==> config.mk <==
export PLATFORM = sky130hd
export DESIGN_NAME = crct_ctrl
export DESIGN_NICKNAME = d
export VERILOG_FILES = /design/src/crct_pkg.sv /design/src/crct_ctrl.sv
export SDC_FILE = /design/constraint.sdc
export NUM_CORES = 1
export LEC_CHECK = 0
export BUFFER_PORTS_ARGS = -buffer_cell sky130_fd_sc_hd__buf_4
export CORE_ASPECT_RATIO = 2
export CORE_MARGIN = 1
export CORE_UTILIZATION = 33
export DETAILED_ROUTE_END_ITERATION = 7
export GPL_ROUTABILITY_DRIVEN = 0
export GPL_TIMING_DRIVEN = 0
export SLEW_MARGIN = 25
export SYNTH_ARGS = -nofsm -noshare
export SYNTH_HDL_FRONTEND = slang
export SYNTH_SLANG_ARGS = --single-unit
==> constraint.sdc <==
create_clock -name clk -period 4.55 [get_ports clk]
set_input_delay 0.2275 -clock clk [delete_from_list [all_inputs] [get_ports clk]]
set_output_delay 0.2275 -clock clk [all_outputs]
set_load 0.005 [all_outputs]
==> src/crct_pkg.sv <==
// Shared types and constants for the Catmull-Rom curve tessellator.
// Holds the controller state encoding, the datapath command and status
// structs and the fixed widths of the weight arithmetic. No dependencies.
`timescale 1ns / 1ps

package crct_pkg;

  localparam int SEG_W = 5;
  localparam logic [SEG_W-1:0] SEG_RESET = 5'd20;

  localparam int SQ_W = 2 * SEG_W;
  localparam int CU_W = 3 * SEG_W;
  localparam int RAW_W = CU_W + 5;
  localparam int ROFF_W = CU_W + 2;
  localparam int DEN_W = CU_W + 1;
  localparam int FRAC_BITS = 16;
  localparam int FRAC_ONE = 65536;
  localparam int FRAC_HALF = 32768;
  localparam int NUM_W = ROFF_W + FRAC_BITS + 1;
  localparam int Q_W = NUM_W - DEN_W;
  localparam int W_W = FRAC_BITS + 2;
  localparam int DIV_STEPS = Q_W;
  localparam int CNT_W = $clog2(DIV_STEPS);

  localparam int NUM_COORDS = 3;
  localparam int NUM_TAPS = 4;

  localparam logic [1:0] HIST_AGE0 = 2'd0;
  localparam logic [1:0] HIST_AGE1 = 2'd1;
  localparam logic [1:0] HIST_AGE2 = 2'd2;
  localparam logic [1:0] COORD_LAST = 2'd2;

  typedef enum logic [3:0] {
    ST_IDLE,
    ST_SEL_A,
    ST_SEL_B,
    ST_RAW1,
    ST_RAW2,
    ST_RAW3,
    ST_DIV,
    ST_MUL,
    ST_ACC,
    ST_LOAD,
    ST_PASS,
    ST_FINAL,
    ST_DONE
  } state_t;

  typedef enum logic [3:0] {
    OP_NONE,
    OP_CAPTURE,
    OP_SEL_A,
    OP_SEL_B,
    OP_RAW1,
    OP_RAW2,
    OP_RAW3,
    OP_DIV,
    OP_MUL,
    OP_ACC,
    OP_LOAD_CURVE,
    OP_LOAD_POINT,
    OP_PUSH
  } dp_op_t;

  typedef struct packed {
    dp_op_t           op;
    logic [1:0]       hist_o;
    logic [SEG_W-1:0] seg_s;
    logic [SEG_W-1:0] seg_n;
    logic [1:0]       coord;
    logic             run_last;
    logic             curve_end;
  } dp_cmd_t;

  typedef struct packed {
    logic out_free;
  } dp_stat_t;

endpackage

==> src/crct_ctrl.sv <==
// Controller of the tessellator: segment register, points-seen count and
// the state machine that sequences intervals and curve points.
// Depends on crct_pkg; drives crct_datapath through a command struct.
`timescale 1ns / 1ps

module crct_ctrl #(
  parameter int MAX_SEGMENTS = 31
) (
  input  logic                         clk,
  input  logic                         rst_n,
  input  logic                         in_tvalid,
  output logic                         in_tready,
  input  logic                         in_tlast,
  input  logic                         cfg_valid,
  output logic                         cfg_ready,
  input  logic [crct_pkg::SEG_W-1:0]   cfg_data,
  output crct_pkg::dp_cmd_t            cmd,
  input  crct_pkg::dp_stat_t           stat
);

  localparam logic [crct_pkg::SEG_W-1:0] NMAX = crct_pkg::SEG_W'(MAX_SEGMENTS);
  localparam logic [crct_pkg::CNT_W-1:0] CNT_LAST = crct_pkg::CNT_W'(crct_pkg::DIV_STEPS - 1);

  crct_pkg::state_t state_r, state_nxt;
  logic [crct_pkg::SEG_W-1:0] seg_r;
  logic [1:0]                 seen_r, seen_nxt;
  logic [crct_pkg::SEG_W-1:0] n_r, n_nxt;
  logic [crct_pkg::SEG_W-1:0] s_r, s_nxt;
  logic [crct_pkg::CNT_W-1:0] cnt_r, cnt_nxt;
  logic [1:0]                 k_r, k_nxt;
  logic                       fin_r, fin_nxt;
  logic                       do_b_r, do_b_nxt;
  logic                       phase_b_r, phase_b_nxt;

  logic [crct_pkg::SEG_W-1:0] n_clamp;
  logic                       pass_w, do_a_w, do_b_w, last_s_w;

  assign n_clamp  = (seg_r > NMAX) ? NMAX : seg_r;
  assign pass_w   = (n_clamp == '0) || (seen_r == 2'd0 && in_tlast);
  assign do_a_w   = !pass_w && (seen_r >= 2'd2);
  assign do_b_w   = !pass_w && in_tlast && (seen_r != 2'd0);
  assign last_s_w = (s_r == n_r - crct_pkg::SEG_W'(1));

  always_comb begin
    state_nxt   = state_r;
    seen_nxt    = seen_r;
    n_nxt       = n_r;
    s_nxt       = s_r;
    cnt_nxt     = cnt_r;
    k_nxt       = k_r;
    fin_nxt     = fin_r;
    do_b_nxt    = do_b_r;
    phase_b_nxt = phase_b_r;
    unique case (state_r)
      crct_pkg::ST_IDLE: begin
        if (in_tvalid) begin
          n_nxt    = n_clamp;
          fin_nxt  = in_tlast;
          do_b_nxt = do_b_w;
          priority if (pass_w) begin
            state_nxt = crct_pkg::ST_PASS;
          end else if (do_a_w) begin
            state_nxt = crct_pkg::ST_SEL_A;
          end else if (do_b_w) begin
            state_nxt = crct_pkg::ST_SEL_B;
          end else begin
            state_nxt = crct_pkg::ST_DONE;
          end
        end
      end
      crct_pkg::ST_SEL_A: begin
        phase_b_nxt = 1'b0;
        s_nxt       = '0;
        state_nxt   = crct_pkg::ST_RAW1;
      end
      crct_pkg::ST_SEL_B: begin
        phase_b_nxt = 1'b1;
        s_nxt       = '0;
        state_nxt   = crct_pkg::ST_RAW1;
      end
      crct_pkg::ST_RAW1: state_nxt = crct_pkg::ST_RAW2;
      crct_pkg::ST_RAW2: state_nxt = crct_pkg::ST_RAW3;
      crct_pkg::ST_RAW3: begin
        cnt_nxt   = '0;
        state_nxt = crct_pkg::ST_DIV;
      end
      crct_pkg::ST_DIV: begin
        cnt_nxt = cnt_r + crct_pkg::CNT_W'(1);
        if (cnt_r == CNT_LAST) begin
          k_nxt     = '0;
          state_nxt = crct_pkg::ST_MUL;
        end
      end
      crct_pkg::ST_MUL: state_nxt = crct_pkg::ST_ACC;
      crct_pkg::ST_ACC: begin
        if (k_r == crct_pkg::COORD_LAST) begin
          state_nxt = crct_pkg::ST_LOAD;
        end else begin
          k_nxt     = k_r + 2'd1;
          state_nxt = crct_pkg::ST_MUL;
        end
      end
      crct_pkg::ST_LOAD: begin
        if (stat.out_free) begin
          priority if (!last_s_w) begin
            s_nxt     = s_r + crct_pkg::SEG_W'(1);
            state_nxt = crct_pkg::ST_RAW1;
          end else if (!phase_b_r && do_b_r) begin
            state_nxt = crct_pkg::ST_SEL_B;
          end else if (phase_b_r) begin
            state_nxt = crct_pkg::ST_FINAL;
          end else begin
            state_nxt = crct_pkg::ST_DONE;
          end
        end
      end
      crct_pkg::ST_PASS, crct_pkg::ST_FINAL: begin
        if (stat.out_free) begin
          state_nxt = crct_pkg::ST_DONE;
        end
      end
      crct_pkg::ST_DONE: begin
        if (fin_r) begin
          seen_nxt = 2'd0;
        end else if (seen_r != 2'd3) begin
          seen_nxt = seen_r + 2'd1;
        end
        state_nxt = crct_pkg::ST_IDLE;
      end
      default: state_nxt = crct_pkg::ST_IDLE;
    endcase
  end

  always_comb begin
    cmd           = '0;
    cmd.op        = crct_pkg::OP_NONE;
    cmd.hist_o    = crct_pkg::HIST_AGE0;
    cmd.seg_s     = s_r;
    cmd.seg_n     = n_r;
    cmd.coord     = k_r;
    in_tready     = 1'b0;
    cfg_ready     = 1'b1;
    unique case (state_r)
      crct_pkg::ST_IDLE: begin
        in_tready = 1'b1;
        if (in_tvalid) begin
          cmd.op = crct_pkg::OP_CAPTURE;
        end
      end
      crct_pkg::ST_SEL_A: begin
        cmd.op     = crct_pkg::OP_SEL_A;
        cmd.hist_o = (seen_r == 2'd2) ? crct_pkg::HIST_AGE1 : crct_pkg::HIST_AGE2;
      end
      crct_pkg::ST_SEL_B: begin
        cmd.op     = crct_pkg::OP_SEL_B;
        cmd.hist_o = (seen_r == 2'd1) ? crct_pkg::HIST_AGE0 : crct_pkg::HIST_AGE1;
      end
      crct_pkg::ST_RAW1: cmd.op = crct_pkg::OP_RAW1;
      crct_pkg::ST_RAW2: cmd.op = crct_pkg::OP_RAW2;
      crct_pkg::ST_RAW3: cmd.op = crct_pkg::OP_RAW3;
      crct_pkg::ST_DIV:  cmd.op = crct_pkg::OP_DIV;
      crct_pkg::ST_MUL:  cmd.op = crct_pkg::OP_MUL;
      crct_pkg::ST_ACC:  cmd.op = crct_pkg::OP_ACC;
      crct_pkg::ST_LOAD: begin
        if (stat.out_free) begin
          cmd.op       = crct_pkg::OP_LOAD_CURVE;
          cmd.run_last = last_s_w && !phase_b_r && !do_b_r;
        end
      end
      crct_pkg::ST_PASS: begin
        if (stat.out_free) begin
          cmd.op        = crct_pkg::OP_LOAD_POINT;
          cmd.run_last  = 1'b1;
          cmd.curve_end = fin_r;
        end
      end
      crct_pkg::ST_FINAL: begin
        if (stat.out_free) begin
          cmd.op        = crct_pkg::OP_LOAD_POINT;
          cmd.run_last  = 1'b1;
          cmd.curve_end = 1'b1;
        end
      end
      crct_pkg::ST_DONE: cmd.op = crct_pkg::OP_PUSH;
      default: cmd.op = crct_pkg::OP_NONE;
    endcase
  end

  always_ff @(posedge clk) begin
    if (!rst_n) begin
      state_r   <= crct_pkg::ST_IDLE;
      seg_r     <= crct_pkg::SEG_RESET;
      seen_r    <= 2'd0;
      n_r       <= '0;
      s_r       <= '0;
      cnt_r     <= '0;
      k_r       <= '0;
      fin_r     <= 1'b0;
      do_b_r    <= 1'b0;
      phase_b_r <= 1'b0;
    end else begin
      state_r   <= state_nxt;
      seen_r    <= seen_nxt;
      n_r       <= n_nxt;
      s_r       <= s_nxt;
      cnt_r     <= cnt_nxt;
      k_r       <= k_nxt;
      fin_r     <= fin_nxt;
      do_b_r    <= do_b_nxt;
      phase_b_r <= phase_b_nxt;
      if (cfg_valid) begin
        seg_r <= cfg_data;
      end
    end
  end

endmodule

==> run summary <==
The leakage power total is 0.985 nW. The global-route usage over all layers is 18.1%. Measured against its own limit, the worst slew margin works out to 52.6%. The start point of the worst min-delay path is cfg_data[2]. The synthesized design spends more area on one cell type than any other, namely dfxtp_1. The first-pass iteration count of the detailed router came out at 6. The number of port buffers is 29. The fraction of layout cells with a size suffix above 1 is 17.8%.

In the routed layout, each cell is associated on average with a via count of 5.49. At the worst endpoint, the arrival time is 2.46 ns. For this run, the top clock speed supported by timing is 372 MHz. Across the run, the number of max-cap violations was 0.

Buffers inserted during clock tree synthesis total 5. The detailed-placement wirelength estimate came out at 4.29 mm. The number of clock sinks seen by CTS came out at 31.

The number of warnings issued by yosys came out at 0. The quantity of gates resized following cts came out at 0. The placed cell count came out at 352. The via count of the first global-routing pass came to 1933. The antenna diode count came out at 0.

The worst register-to-register path begins at n_r[0]. The sum of negative setup slack came out at 0 ns. The number of cells in the finished layout apart from fillers is 360.

The number of hold violations in the final report came out at 0. The worst setup path is captured at an output pin. The end point of the worst hold path is seg_r[2].

The worst-case IR drop observed on VDD is 0.200 mV. The type of origin of the critical path is a flop. For this run, asynchronously set or reset flops after synthesis account for 0%. Relative to the synthesized area, the layout overhead comes to 23.2%. The quantity of hold-fixing buffers added after cts is 0. The total overflow left after global routing is 0. The worst setup timing slack at the placement stage came out at 2.13 ns. The commonest cells after synthesis are 31 x dfxtp_1, 26 x nand2_1, 21 x a21oi_1, 21 x o21ai_0, 20 x nor2_1. Clock-pin slew was measured on the worst setup and hold paths at 0.05 ns. For this run, design rule violations remaining after detail routing come to 5. The floorplan die area came out at 6480 um^2. The max-slew violation count is 0. The cell area after synthesis is 2030 um^2. A synthesized cell averages 7.80 um^2. Setup repair after global routing left no endpoint under its margin. The clock period minus worst slack came out at 2.69 ns. Setup violations remaining at the end of the flow were counted as 0. The share of the yosys chip area belonging to registers is 30.6%. In this run the worst hold path is classified as input pin to flop. The run finished, with violations left. The instance count along the most critical hold path is 3. By startpoint and endpoint, the worst setup path is classified as flop to output pin. The capture instance of the worst register-to-register path is state_r[2]. The chip width is 57.4 um. The part of the cycle the worst path needs came out at 59.1%. In the post-synthesis netlist, the cell with the most instances is dfxtp_1. The most used flip-flop cell after synthesis is dfxtp_1. The cell sitting at the root of the clock tree is a clkbuf_16. The final reports fail on DRC.

After detailed routing, the total wire length is 5.59 mm. The area share of the largest cell type after synthesis is 30.6%. The actual slew at the worst max-slew pin is 0.709 ns. TritonCTS built the clock tree. For this configuration, the core starts out at a cell density of 34.0%.

Synthesis inferred 31 register bits. The total power per unit cell area is 509 nW/um^2. Post-CTS timing repair inserted 0 buffers for setup. The setup slack of the critical path after layout came out at 1.86 ns. The cell row count is 40.

The number of antenna violations at the first check in global routing came out at 0. The number of nets with antenna violations after detailed routing came out at 0. The die is 113 um tall.

Entering global routing, the biggest net connects 11 pins. 33 I/O pins were placed. Dividing the detail-routed wire length by the instance count gives 15.5 um.

The maximum net fanout on the critical path is 10. The clock insertion delay at the later pin of the skew report is 0.28 ns. The total nets after synthesis came out at 280. The maximum count of clock buffers along a single path came out at 2. The wire length of the first global-routing pass is 8.91 mm. For the final database, setup skew stands at 0.00164 ns. The net total in the final layout came out at 316. The H-tree generated during clock tree synthesis spans 2 levels. The detailed router placed 1978 vias in this run. Yosys attributes the largest share of cell area to dfxtp_1 31%, ha_1 5.6%, a21oi_1 5.2%. Setup slack on the worst reg-to-reg path comes out at 2.34 ns.

In this run the standard cell core region covers 5960 um^2. The number of enable-type register cells in the synthesized netlist is 0. The cell depth of the worst flop-to-flop path is 8. The critical path data required time is 4.32 ns. After technology mapping, the gate count stands at 260. The iteration-0 DRC count of the detailed router came out at 110. The netlist uses 56 different library cells.
==> area by class of cell <==
cell class / instances / area [um^2]
Timing Repair Buffer: 29 / 218
Clock inverter: 2 / 35.0
Multi-Input combinational cell: 203 / 1290
Clock buffer: 6 / 139
Inverter: 11 / 41.3
Fill cell: 645 / 3460
Sequential cell: 31 / 621
Buffer: 15 / 71.3
Tap cell: 63 / 78.8
==> how the worst max path moves through the flow <==
stage	startpoint	end	slack [ns]	cells past startpoint
final	n_r[0]	cmd[1]	1.86	9
after global routing	n_r[0]	cmd[1]	1.76	9
after CTS	n_r[0]	cmd[1]	1.82	9
after detailed placement	n_r[0]	cmd[1]	2.13	9
after global placement	n_r[0]	cmd[1]	2.14	9
after floorplan	n_r[0]	cmd[1]	2.48	8
==> report_power, final <==
part / total, mW / switching, mW / internal (mW)
logic: 0.530 / 0.311 / 0.219
clock network: 0.398 / 0.126 / 0.272
registers: 0.344 / 0.0353 / 0.309
total: 1.27 / 0.472 / 0.800
==> per-layer routing <==
| layer | track usage (%) | vias to the layer above | routed length, um |
|---|---|---|---|
| li1 | - | 992 | - |
| met1 | 16.9 | 917 | 2050 |
| met2 | 35.1 | 52 | 3150 |
| met3 | 2.40 | 17 | 180 |
| met4 | 11.1 | 0 | 215 |
| met5 | 0 | - | 0 |
==> state kept, by name (all words and copies together), names as in the netlist <==
name / count
k_r: 2
fin_r: 1
phase_b_r: 1
state_r: 4
seen_r: 2
n_r: 5
do_b_r: 1
s_r: 5
seg_r: 5
cnt_r: 5
==> per-stage QoR <==
stage,utilization (%),hold slack [ns],power [mW],area (um^2)
after CTS,41.9,0.165,1.27,2500
after detailed placement,39.0,0.440,0.872,2320
after global routing,41.9,0.175,1.35,2500
after floorplan,-,0.356,0.692,2030
final,41.9,0.162,1.27,2500
after global placement,39.0,0.435,0.870,2320
==> cell families after synthesis <==
kind of cell | count (synthesis) | share of synthesized area [%]
buffers and inverters | 26 | 5.56
adders and majority gates | 9 | 5.56
xor gates and xnor gates | 6 | 2.59
DFF | 31 | 30.6
muxes | 6 | 2.96
and+or+nand+nor | 109 | 29.8
AOI/OAI and AO/OA | 72 | 22.7
other | 1 | 0.185
==> layout by cell type (no fill, tap or decap), drive strengths merged, types with 2 or more instances in the layout <==
cell type | netlist | layout
and2 | 4 | 4
nor3 | 5 | 5
inv | 11 | 11
dfxtp | 31 | 31
nor2 | 21 | 21
nand2b | 5 | 5
or2 | 3 | 3
o22ai | 2 | 2
nor2b | 11 | 11
o211ai | 3 | 3
or4 | 3 | 3
o21ai | 21 | 21
xor2 | 2 | 2
and4bb | 2 | 2
a221oi | 2 | 2
clkbuf | 10 | 16
a21boi | 8 | 8
a21oi | 21 | 21
mux2i | 6 | 6
nand3 | 13 | 13
o31ai | 2 | 2
a211oi | 2 | 2
xnor2 | 4 | 4
nor3b | 2 | 2
and2b | 2 | 2
nand2 | 26 | 26
buf | 5 | 34
ha | 9 | 9
or3 | 4 | 4
==> critical path, cell delays in order (launching register included) <==
cell,delay (ns)
dfxtp_1,0.42
inv_1,0.07
ha_1,0.23
and2b_1,0.16
or3_1,0.31
a311oi_2,0.42
buf_6,0.20
nand3_4,0.08
a21oi_1,0.16
buf_4,0.13
No activity file was read; power rests on OpenSTA's default activity.
